**src/b64e_pkg.sv**
```systemverilog
`timescale 1ns / 1ps
`default_nettype none
// ----------------------------------------------------------------------------
// b64e_pkg - shared types and constants for the Base64 stream encoder
// Holds the queue entry layout and the sextet-to-ASCII alphabet mapping.
// ----------------------------------------------------------------------------
package b64e_pkg;

    localparam int unsigned SYM_W   = 6;  // one Base64 sextet
    localparam int unsigned MAX_SYM = 4;  // characters one byte can produce
    localparam int unsigned IDX_W   = 2;  // index into the symbols of an entry

    localparam logic [7:0] PAD_CHAR = 8'h3D;  // '='

    // Work for one input byte: up to four sextets, pad markers, last used slot.
    typedef struct packed {
        logic [MAX_SYM-1:0][SYM_W-1:0] sym;
        logic [MAX_SYM-1:0]            pad;
        logic [IDX_W-1:0]              last_idx;
    } b64e_entry_t;

    // Standard alphabet: A-Z, a-z, 0-9, '+', '/'.
    function automatic logic [7:0] b64_char(input logic [SYM_W-1:0] v);
        logic [7:0] w;
        logic [7:0] c;
        w = {2'b00, v};
        if (v < 6'd26) begin
            c = 8'h41 + w;
        end else if (v < 6'd52) begin
            c = 8'h61 + w - 8'd26;
        end else if (v < 6'd62) begin
            c = 8'h30 + w - 8'd52;
        end else if (v == 6'd62) begin
            c = 8'h2B;
        end else begin
            c = 8'h2F;
        end
        return c;
    endfunction

endpackage
`default_nettype wire

```
**src/base64_stream_encoder.sv**
```systemverilog
`timescale 1ns / 1ps
`default_nettype none
// ----------------------------------------------------------------------------
// base64_stream_encoder - streaming Base64 encoder, standard alphabet
// Encodes a byte stream to Base64 characters with '=' padding at the end of
// each message.
// ----------------------------------------------------------------------------
// Each input transaction carries one message byte, with s_tlast marking the
// final byte. Each output transaction carries one ASCII character; m_tlast is
// set on the last character produced for a given input byte. A byte yields
// one character (first or second byte of a group), two (third byte), three
// (second byte flagged last: char, char, '=') or four (first byte flagged
// last: char, char, '=', '='). After a flagged byte the next byte starts a
// fresh group. The output serializer issues one character per clock while it
// has an entry and m_tready does not hold it, and so sets the sustained rate.
// The input side accepts a byte every cycle while the FIFO_DEPTH-entry queue
// between the classifier and the serializer has room. While a character waits
// on m_tready in the output register the serializer holds, and the queue keeps
// taking bytes until full. A byte passes through the queue, the serializer's
// entry register and the output register before its first character appears.
// ----------------------------------------------------------------------------
module base64_stream_encoder #(
    parameter int unsigned FIFO_DEPTH = 2
) (
    input  wire        aclk,
    input  wire        aresetn,
    // input byte stream
    input  wire        s_tvalid,
    output logic       s_tready,
    input  wire  [7:0] s_tdata,   // [7:0] data_byte
    input  wire        s_tlast,   // last_byte
    // output character stream
    output logic       m_tvalid,
    input  wire        m_tready,
    output logic [7:0] m_tdata,   // [7:0] out_char
    output logic       m_tlast    // out_last
);
    import b64e_pkg::*;

    b64e_entry_t push_entry;
    b64e_entry_t head_entry;
    logic        push, can_push, head_valid, pop;

    // Front: phase tracking and sextet extraction for each byte.
    b64e_front u_front (
        .aclk     (aclk),
        .aresetn  (aresetn),
        .in_valid (s_tvalid),
        .in_byte  (s_tdata),
        .in_last  (s_tlast),
        .q_ready  (can_push),
        .in_ready (s_tready),
        .q_push   (push),
        .q_entry  (push_entry)
    );

    // Queue decouples byte intake from character output.
    b64e_queue #(
        .DEPTH (FIFO_DEPTH)
    ) u_queue (
        .aclk       (aclk),
        .aresetn    (aresetn),
        .push       (push),
        .push_entry (push_entry),
        .pop        (pop),
        .can_push   (can_push),
        .head_valid (head_valid),
        .head_entry (head_entry)
    );

    // Back: alphabet lookup and one character per transaction.
    b64e_back u_back (
        .aclk       (aclk),
        .aresetn    (aresetn),
        .head_valid (head_valid),
        .head_entry (head_entry),
        .out_ready  (m_tready),
        .pop        (pop),
        .out_valid  (m_tvalid),
        .out_char   (m_tdata),
        .out_last   (m_tlast)
    );

endmodule
`default_nettype wire

```
**src/b64e_front.sv**
```systemverilog
`timescale 1ns / 1ps
`default_nettype none
// ----------------------------------------------------------------------------
// b64e_front - input byte classifier
// Tracks group phase and leftover bits, turns each accepted byte into a
// queue entry holding its sextets and padding.
// ----------------------------------------------------------------------------
module b64e_front (
    input  wire                   aclk,
    input  wire                   aresetn,
    input  wire                   in_valid,
    input  wire  [7:0]            in_byte,
    input  wire                   in_last,
    input  wire                   q_ready,
    output logic                  in_ready,
    output logic                  q_push,
    output b64e_pkg::b64e_entry_t q_entry
);
    import b64e_pkg::*;

    localparam logic [1:0] PH_FIRST  = 2'd0;
    localparam logic [1:0] PH_SECOND = 2'd1;
    localparam logic [1:0] PH_THIRD  = 2'd2;

    logic [1:0] phase_reg, phase_next;
    logic [3:0] carry_reg, carry_next;  // low two bits used after a first byte, all four after a second

    assign in_ready = q_ready;
    assign q_push   = in_valid && q_ready;

    always_comb begin
        q_entry    = '0;
        phase_next = PH_FIRST;
        carry_next = '0;
        case (phase_reg)
            PH_SECOND: begin
                q_entry.sym[0] = {carry_reg[1:0], in_byte[7:4]};
                if (in_last) begin
                    q_entry.sym[1]   = {in_byte[3:0], 2'b00};
                    q_entry.pad[2]   = 1'b1;
                    q_entry.last_idx = 2'd2;
                end else begin
                    q_entry.last_idx = 2'd0;
                    phase_next       = PH_THIRD;
                    carry_next       = in_byte[3:0];
                end
            end
            PH_THIRD: begin
                q_entry.sym[0]   = {carry_reg[3:0], in_byte[7:6]};
                q_entry.sym[1]   = in_byte[5:0];
                q_entry.last_idx = 2'd1;
            end
            default: begin  // first byte of a group (phase 3 cannot occur)
                q_entry.sym[0] = in_byte[7:2];
                if (in_last) begin
                    q_entry.sym[1]   = {in_byte[1:0], 4'b0000};
                    q_entry.pad[2]   = 1'b1;
                    q_entry.pad[3]   = 1'b1;
                    q_entry.last_idx = 2'd3;
                end else begin
                    q_entry.last_idx = 2'd0;
                    phase_next       = PH_SECOND;
                    carry_next       = in_byte[3:0];
                end
            end
        endcase
    end

    always_ff @(posedge aclk) begin
        if (!aresetn) begin
            phase_reg <= PH_FIRST;
            carry_reg <= '0;
        end else if (q_push) begin
            phase_reg <= phase_next;
            carry_reg <= carry_next;
        end
    end

    a_phase_range: assert property (@(posedge aclk) disable iff (!aresetn)
        phase_reg != 2'd3)
        else $error("front: group phase left its range");

    a_close_group: assert property (@(posedge aclk) disable iff (!aresetn)
        (q_push && (in_last || phase_reg == PH_THIRD)) |=> phase_reg == PH_FIRST)
        else $error("front: group not closed after last or third byte");

    a_third_two_chars: assert property (@(posedge aclk) disable iff (!aresetn)
        (q_push && phase_reg == PH_THIRD) |-> (q_entry.last_idx == 2'd1 && q_entry.pad == '0))
        else $error("front: third byte must yield exactly two characters");

endmodule
`default_nettype wire

```
**src/b64e_queue.sv**
```systemverilog
`timescale 1ns / 1ps
`default_nettype none
// ----------------------------------------------------------------------------
// b64e_queue - short entry queue between front and back
// Register-based FIFO; read data is the head entry, shown while not empty.
// ----------------------------------------------------------------------------
module b64e_queue #(
    parameter int unsigned DEPTH = 2
) (
    input  wire                   aclk,
    input  wire                   aresetn,
    input  wire                   push,
    input  b64e_pkg::b64e_entry_t push_entry,
    input  wire                   pop,
    output logic                  can_push,
    output logic                  head_valid,
    output b64e_pkg::b64e_entry_t head_entry
);
    import b64e_pkg::*;

    localparam int unsigned PW = (DEPTH > 1) ? $clog2(DEPTH) : 1;
    localparam int unsigned CW = $clog2(DEPTH + 1);
    localparam logic [PW-1:0] LAST_PTR = PW'(DEPTH - 1);
    localparam logic [CW-1:0] FULL_CNT = CW'(DEPTH);

    b64e_entry_t   mem_reg [DEPTH];
    logic [PW-1:0] wr_ptr_reg, rd_ptr_reg;
    logic [CW-1:0] count_reg;
    logic          do_push, do_pop;

    assign can_push   = count_reg != FULL_CNT;
    assign head_valid = count_reg != '0;
    assign head_entry = mem_reg[rd_ptr_reg];
    assign do_push    = push && can_push;
    assign do_pop     = pop && head_valid;

    always_ff @(posedge aclk) begin
        if (do_push) begin
            mem_reg[wr_ptr_reg] <= push_entry;
        end
    end

    always_ff @(posedge aclk) begin
        if (!aresetn) begin
            wr_ptr_reg <= '0;
            rd_ptr_reg <= '0;
            count_reg  <= '0;
        end else begin
            if (do_push) begin
                wr_ptr_reg <= (wr_ptr_reg == LAST_PTR) ? '0 : wr_ptr_reg + 1'b1;
            end
            if (do_pop) begin
                rd_ptr_reg <= (rd_ptr_reg == LAST_PTR) ? '0 : rd_ptr_reg + 1'b1;
            end
            if (do_push && !do_pop) begin
                count_reg <= count_reg + 1'b1;
            end else if (!do_push && do_pop) begin
                count_reg <= count_reg - 1'b1;
            end
        end
    end

    a_count_bound: assert property (@(posedge aclk) disable iff (!aresetn)
        count_reg <= FULL_CNT)
        else $error("queue: occupancy above depth");

    a_no_overflow: assert property (@(posedge aclk) disable iff (!aresetn)
        !(push && !can_push))
        else $error("queue: push while full");

    a_no_underflow: assert property (@(posedge aclk) disable iff (!aresetn)
        !(pop && !head_valid))
        else $error("queue: pop while empty");

endmodule
`default_nettype wire

```
**src/b64e_back.sv**
```systemverilog
`timescale 1ns / 1ps
`default_nettype none
// ----------------------------------------------------------------------------
// b64e_back - character serializer
// Takes queue entries and emits one ASCII character per cycle into an output
// register unless stalled; the next entry loads as the last character leaves.
// ----------------------------------------------------------------------------
module b64e_back (
    input  wire                   aclk,
    input  wire                   aresetn,
    input  wire                   head_valid,
    input  b64e_pkg::b64e_entry_t head_entry,
    input  wire                   out_ready,
    output logic                  pop,
    output logic                  out_valid,
    output logic [7:0]            out_char,
    output logic                  out_last
);
    import b64e_pkg::*;

    b64e_entry_t      entry_reg, entry_next;
    logic [IDX_W-1:0] idx_reg, idx_next;
    logic             busy_reg, busy_next;
    logic             valid_reg, valid_next;
    logic [7:0]       char_reg, char_next;
    logic             last_reg, last_next;
    logic             out_load, emit, fin;
    logic [7:0]       cur_char;

    assign out_load = !valid_reg || out_ready;
    assign emit     = busy_reg && out_load;
    assign fin      = emit && (idx_reg == entry_reg.last_idx);
    assign pop      = head_valid && (!busy_reg || fin);
    assign cur_char = entry_reg.pad[idx_reg] ? PAD_CHAR : b64_char(entry_reg.sym[idx_reg]);

    always_comb begin
        entry_next = pop ? head_entry : entry_reg;
        busy_next  = pop ? 1'b1 : (fin ? 1'b0 : busy_reg);
        idx_next   = pop ? '0 : (emit ? idx_reg + 1'b1 : idx_reg);
        valid_next = emit ? 1'b1 : (out_ready ? 1'b0 : valid_reg);
        char_next  = emit ? cur_char : char_reg;
        last_next  = emit ? (idx_reg == entry_reg.last_idx) : last_reg;
    end

    always_ff @(posedge aclk) begin
        entry_reg <= entry_next;
        char_reg  <= char_next;
        last_reg  <= last_next;
        if (!aresetn) begin
            busy_reg  <= 1'b0;
            idx_reg   <= '0;
            valid_reg <= 1'b0;
        end else begin
            busy_reg  <= busy_next;
            idx_reg   <= idx_next;
            valid_reg <= valid_next;
        end
    end

    assign out_valid = valid_reg;
    assign out_char  = char_reg;
    assign out_last  = last_reg;

    a_idx_in_entry: assert property (@(posedge aclk) disable iff (!aresetn)
        busy_reg |-> idx_reg <= entry_reg.last_idx)
        else $error("back: symbol index past end of entry");

    a_pop_when_free: assert property (@(posedge aclk) disable iff (!aresetn)
        pop |-> (!busy_reg || fin))
        else $error("back: entry loaded while previous still in flight");

endmodule
`default_nettype wire

```
**config.mk**
```make
export PLATFORM = sky130hd
export DESIGN_NAME = base64_stream_encoder
export DESIGN_NICKNAME = d
export VERILOG_FILES = /design/src/b64e_pkg.sv /design/src/base64_stream_encoder.sv /design/src/b64e_front.sv /design/src/b64e_queue.sv /design/src/b64e_back.sv
export SDC_FILE = /design/constraint.sdc
export NUM_CORES = 1
export LEC_CHECK = 0
export BUFFER_PORTS_ARGS = -buffer_cell sky130_fd_sc_hd__buf_4
export CORE_AREA = 2 2 101 176
export CTS_CLUSTER_DIAMETER = 200
export CTS_CLUSTER_SIZE = 16
export DETAILED_ROUTE_END_ITERATION = 16
export DIE_AREA = 0 0 103 178
export SLEW_MARGIN = 20
export SYNTH_ARGS = -nofsm -noshare
export SYNTH_HDL_FRONTEND = slang
export SYNTH_HIERARCHICAL = 1
export SYNTH_SLANG_ARGS = --single-unit
```
**constraint.sdc**
```tcl
create_clock -name aclk -period 5.9 [get_ports aclk]
set_input_delay 0.885 -clock aclk [delete_from_list [all_inputs] [get_ports aclk]]
set_output_delay 0.885 -clock aclk [all_outputs]
set_load 0.05 [all_outputs]
```
After elaboration in Yosys (flattened, before gate mapping). Memories as Yosys holds them, arrays and structs flattened. A register that Yosys moved wholly into a read port is not among the register bits. Index checks and enable logic that the tools add are counted.

Register bits: 39. RAM bits: 32. Input bits: 13. Output and inout port bits: 11. Word-level logic and storage cells: 86. Memories: 1.

$add $sub $neg: 10. Order comparisons: 4. Equality and inequality tests: 5. Muxes and demuxes: 32. Bitwise gates (word level): 1. Reduce and logical (&&, ||, !) cells: 20.

Memories: u_queue.mem_reg (depth 2, width 16, read ports 1, clocked after memory_dff 1, wr ports 1, line b64e_queue.sv:26) `b64e_entry_t mem_reg [DEPTH];`.

Operators by type and width (count): $mux 8 (3); $pmux 12 s2 (1); $mux 6 (3); $add 7x6->8 const A (2); $bmux 6 s2 (1); $lt 6x6->1 const B (2); $mux 1 (12); $mux 2 (5); $logic_and 1x1->1 (8); $mux 4 (2); $pmux 2 s2 (2); $reduce_bool 2->1 (4); $sub 8x5->8 const B (1); $sub 8x6->8 const B (1); $add 6x6->7 const A (1); $eq 6x6->1 const B (1); $lt 6x5->1 const B (1); $add 2x1->2 const B (2); $logic_not 1->1 (4); $reduce_or 2->1 (2); $lt 2x3->1 const B (1); $mux 3 (1); $add 1x1->1 const B (2); $bmux 1 s2 (1); 8 further kinds (9).

Longest topological paths before layout.
Depth after elaboration: 10. Gate-level depth with buffers: 10. Mapped depth without buffers: 8.

Cells and area by module. The synthesis kept the hierarchy.

Modules (own cells, without submodules): b64e_queue (instances 1, cells each 117, area an instance 2397.3 um^2, seq. area each 1901.8 um^2); b64e_back (instances 1, cells each 134, area an instance 1929.4 um^2, seq. area each 1251.2 um^2); b64e_front (instances 1, cells each 90, area an instance 671.9 um^2, seq. area each 120.1 um^2).

Least setup slack after synthesis. No wires, ideal clock.

Path kind: input to register. From: input m_tready. To: register u_queue.count_reg[1]. Library setup time: 0.070 ns. Arrival: 3.064 ns. Required time: 5.830 ns. Setup slack: 2.766 ns. Stages on the path: 7. Path buffers: 0. Cell sequence: nor2b_1 > o31ai_1 > and2_1 > o21ai_1 > ha_1 > or3_1 > a21boi_1.

Longest elaborated chain between the ends: 9. Elaborated cells on any way between the ends: 11. Classes of those cells: 1 x mux; 10 x reduce/logical.

Ends and longest elaborated chain: start: declaration (line base64_stream_encoder.sv:34) `input wire m_tready,`; $logic_or 1x1->1 * (line b64e_back.sv:30) `assign out_load = !valid_reg || out_ready;`; $logic_and 1x1->1 * (line b64e_back.sv:31) `assign emit = busy_reg && out_load;`; $logic_and 1x1->1 * (line b64e_back.sv:32) `assign fin = emit && (idx_reg == entry_reg.last_idx);`; $logic_or 1x1->1 * (line b64e_back.sv:33) `assign pop = head_valid && (!busy_reg || fin);`; $logic_and 1x1->1 * (line b64e_back.sv:33); via pop (line base64_stream_encoder.sv:42) `logic push, can_push, head_valid, pop;`; $logic_and 1x1->1 * (line b64e_queue.sv:35) `assign do_pop = pop && head_valid;`; $logic_not 1->1 (line b64e_queue.sv:55) `if (do_push && !do_pop) begin`; $logic_and 1x1->1 (line b64e_queue.sv:55); $mux 2 / $reduce_bool 2->1 (equally long branches); end signal: assignment (line b64e_queue.sv:56) `count_reg <= count_reg + 1'b1;`; end signal: assignment (line b64e_queue.sv:58) `count_reg <= count_reg - 1'b1;`; end: declaration (line b64e_queue.sv:28) `logic [CW-1:0] count_reg;`.

The timed path passes the listed nets; every way through them passes the cells marked *. A chain may end at the register's enable or synchronous reset.

Worst setup path in the final report.
From: register u_back.idx_reg[0]. To: register u_back.char_reg[2], in the netlist u_back/out_char[2] (data pin).

Longest elaborated chain between the ends: 7. Elaborated cells on any way between the ends: 17. Classes of those cells: 5 x add/sub; 3 x order compare; 1 x eq/ne; 8 x mux.

Ends and longest elaborated chain: start: declaration (line b64e_back.sv:22) `logic [IDX_W-1:0] idx_reg, idx_next;`; start signal: assignment (line b64e_back.sv:55) `idx_reg <= idx_next;`; $bmux 6 s2 (line b64e_back.sv:34) `assign cur_char = entry_reg.pad[idx_reg] ? PAD_CHAR : b64_char(entry_reg.sym[idx_reg]);`; $mux 6 (implied by the code) (line b64e_back.sv:34); $add 6x6->7 / $eq 6x6->1 (equally long branches) (line b64e_pkg.sv:32, b64e_pkg.sv:33); $sub 8x6->8 / $mux 3 (equally long branches) (line b64e_pkg.sv:32, b64e_pkg.sv:33); $mux 8 (line b64e_pkg.sv:31) `end else if (v < 6'd62) begin`; $mux 8 (line b64e_pkg.sv:29) `end else if (v < 6'd52) begin`; $mux 8 (line b64e_pkg.sv:27) `if (v < 6'd26) begin`; end signal: assignment (line b64e_back.sv:47) `char_reg <= char_next;`; end: declaration (line b64e_back.sv:25) `logic [7:0] char_reg, char_next;`.

Several ways; a longest one is shown, not always the timed one. The select of a mux whose other input is x is not followed.

==> flow_summary_export.csv <==
group,metric,value,unit
logic_synthesis,commonest_cells_post_synth,"sky130_fd_sc_hd__edfxtp_1, sky130_fd_sc_hd__mux2_2, sky130_fd_sc_hd__nand2_1",
floorplan,placeableCoreArea,0.01687,sq mm
clock_tree,postCtsResizedCells,0,
clock_tree,post_cts_buffers,0,
logic_synthesis,yosys.cell_types.count,52,
drt,routed_via_density,4.540,
logic_synthesis,synth_cells,341,
clock_tree,ctsLongestPathBuffers,2,
final_layout,nFillCells,1674,
grt,global_route.usage.met3,3.174,%
clock_tree,root_buffer,"sky130_fd_sc_hd__clkbuf_16",
logic_synthesis,synth-warning-count,6,
clock_tree,tritoncts,"yes",
timing,timing.final.hold_violations,0,
floorplan,die_area,0.01833,sq mm
setup_path,criticalPathCategory,"reg -> reg",
placed_design,buffer_ports.inserted,23,
drt,final_antenna_net_count,0,
pwr,pwr_density_cell,575.3,mW/mm^2
logic_synthesis,synth.yosys.seq_area_share,65.48,%
pwr,ir_worst_vdd,213.4,uV
logic_synthesis,synth_edf_count,99,
timing,setup_tns,0,ns
setup_path,start_kind,"flop",
logic_synthesis,postSynthRegisterBits,114,
timing,fin_crit,3.266,ns
floorplan,initial_utilization,29.63,%
grt,grt_pass1_wl,13810,um
placed_design,routabilityCongestion,0.8760,
final_layout,register_cell_area_after_layout,0.003273,sq mm
grt,grt_remaining_overflow,0,
floorplan,placementRows,63,
drt,drt_pre_antenna_iters,4,
final_layout,multi_input_logic_area,0.001545,sq mm
clock_tree,clkTransAtPathRegs,0.05,ns
drt,route.vias.total,2774,
final_layout,final_core_utilization,35.37,%
setup_path,worst_path_largest_cell_delay,0.68,ns
clock_tree,cts_made_buffers,17,
pwr,static-leakage-power,2.093,nW
floorplan,die-height,178,um
final_layout,insertedDiodeCount,0,
setup_path,path_max_fanout,10,
grt,first_global_vias,2827,
placed_design,hpwl,5723,um
floorplan,floorplan.die.width,103,um
timing,fmaxAchievable,306.2,MHz
grt,grt_max_degree,33,
timing,max_slew_headroom,54.01,%
clock_tree,clock_tree.htree_level_count,4,
timing,finalSetupViolations,0,
timing,timing_worst_slew_pin_value,0.6867,ns
pwr,post-layout-total-power,3.433,mW
clock_tree,post_cts_hold_fix_bufs,0,
setup_path,cp.arrival,3.42,ns
grt,globalRouteMet1Util,10.86,%
logic_synthesis,yosys-top-cells-area,"sky130_fd_sc_hd__edfxtp_1, sky130_fd_sc_hd__mux2_2, sky130_fd_sc_hd__dfxtp_1",
logic_synthesis,synth_most_common_cell,"sky130_fd_sc_hd__edfxtp_1",
logic_synthesis,synth_largest_type_area_fraction,59.47,%
logic_synthesis,ys_async_sr_fraction,0,%
timing,final_max_slew_viol_count,0,
grt,grt_antenna_before_repair,0,
floorplan,floorplan.io_pins,24,
drt,drt_wl_total,8660,um
timing,timing.final.crit_share,55.36,%
logic_synthesis,synth_largest_area_cell,"sky130_fd_sc_hd__edfxtp_1",
setup_path,crit_required,6.05,ns
setup_path,worstPathCellList,"mux4_2 -> ha_1 -> or2_2 -> o211ai_2 -> nor2b_1 -> nand2_1 -> a311o_1",
final_layout,layout_overhead_on_the_synthesized_area,19.37,%
drt,detail_routed_net_length_per_standard_cell,14.17,um
drt,detail_route.iter0.violations,163,
clock_tree,clk_latency,0.40,ns
grt,grt.total_usage,10.10,%
setup_path,crit_slowest_cell,"sky130_fd_sc_hd__dfxtp_1",
drt,drc,0,
final_layout,fraction_of_layout_instances_using_a_drive_strength_above_1,26.56,%
timing,grt_setup_unrepaired,"false",
grt,grt_util_met2,17.15,%
job,maxcap_violations,0,
min_path,holdCritPathClass,"reg -> reg",
final_layout,largest_register_ff_count,60,
status,status,"finished clean",
clock_tree,tritoncts_num_sinks,114,
final_layout,final_net_count,394,
logic_synthesis,post_synth_instance_area,0.004999,sq mm
logic_synthesis,avg_synthesized_cell_area,14.66,sq um
timing,skew,0.01091,ns
setup_path,endpoint_kind,"flop",
logic_synthesis,postSynth.topFlopCell,"sky130_fd_sc_hd__edfxtp_1",
grt,grt_busiest_layer,"met2",
-- critical path, delay by kind of cell, from the launching register on --
kind | cells | cell delay, ns
adders and majority gates | 1 | 0.29
DFF | 1 | 0.68
muxes | 1 | 0.66
and+or+nand+nor | 3 | 0.95
AOI/OAI and AO/OA | 2 | 0.44
-- worst paths after layout --
kind                            depth (start not counted)                   end  slack, ns                 start
worst min-delay path                                    2  u_front/carry_reg[2]       0.48  u_front/carry_reg[2]
worst min register to register                          2  u_front/carry_reg[2]       0.48  u_front/carry_reg[2]
worst max-delay path                                    7    u_back/out_char[2]       2.63     u_back/idx_reg[0]
worst max register to register                          7    u_back/out_char[2]       2.63     u_back/idx_reg[0]
-- placed cells by master, fill, tap and decap left out, drive strengths merged, types with 2 or more instances in the layout --
| cell type | instances |
|---|---|
| clkinv | 5 |
| o22ai | 4 |
| a32oi | 3 |
| mux2 | 31 |
| clkinvlp | 2 |
| nand2b | 2 |
| nand4 | 5 |
| a22oi | 8 |
| o21ai | 13 |
| inv | 10 |
| xnor2 | 3 |
| ha | 10 |
| or2 | 4 |
| a21boi | 6 |
| and2 | 11 |
| edfxtp | 99 |
| or3 | 4 |
| xor2 | 4 |
| mux4 | 7 |
| nand2 | 23 |
| conb | 14 |
| bufinv | 5 |
| clkbuf | 20 |
| buf | 27 |
| nor2 | 11 |
| nor2b | 5 |
| a21oi | 6 |
| dfxtp | 15 |
| and3 | 3 |
| o21a | 3 |
| nand3 | 5 |
| o31ai | 2 |
-- layer usage --
metal  share of wire (%)  vias up
met1                  39     1341
met3                 4.7       24
li1                    -     1318
met5                   0        -
met2                  53       91
met4                 3.2        0
-- cells by family after synthesis --
family | count (synthesis) | synth area share [%]
and+or+nand+nor | 78 | 8.511
adders and majority gates | 10 | 2.503
muxes | 39 | 10.34
xor gates and xnor gates | 7 | 1.227
AOI/OAI and AO/OA | 53 | 7.234
other | 1 | 0.07502
buffers and inverters | 39 | 4.631
DFF | 114 | 65.48
-- report_power, final --
part | leakage [nW] | internal, mW | switching [mW]
registers | 1.05 | 1.22 | 0.0929
clock network | 0.299 | 0.742 | 0.334
logic | 0.743 | 0.417 | 0.631
total | 2.09 | 2.37 | 1.06
-- stage by stage --
step	instance area [sq um]	std cells	hold slack, ns	setup slack, ns
3_5_place_dp	5340	579	0.4712	2.670
3_3_place_gp	5340	579	0.4565	2.742
2_1_floorplan	5047	354	0.4459	2.766
5_1_grt	5967	611	0.4974	2.454
6_report	5967	611	0.4774	2.634
4_1_cts	5964	611	0.4782	2.642
-- area by class of cell --
| class | instances | area share (%) |
|---|---|---|
| Clock inverter | 12 | 3.145 |
| Tap cell | 227 | 4.760 |
| Multi-Input combinational cell | 201 | 25.90 |
| Clock buffer | 20 | 7.318 |
| Sequential cell | 114 | 54.85 |
| Inverter | 10 | 0.6291 |
| Timing Repair Buffer | 27 | 3.397 |
(Power assumes the default switching activity.)
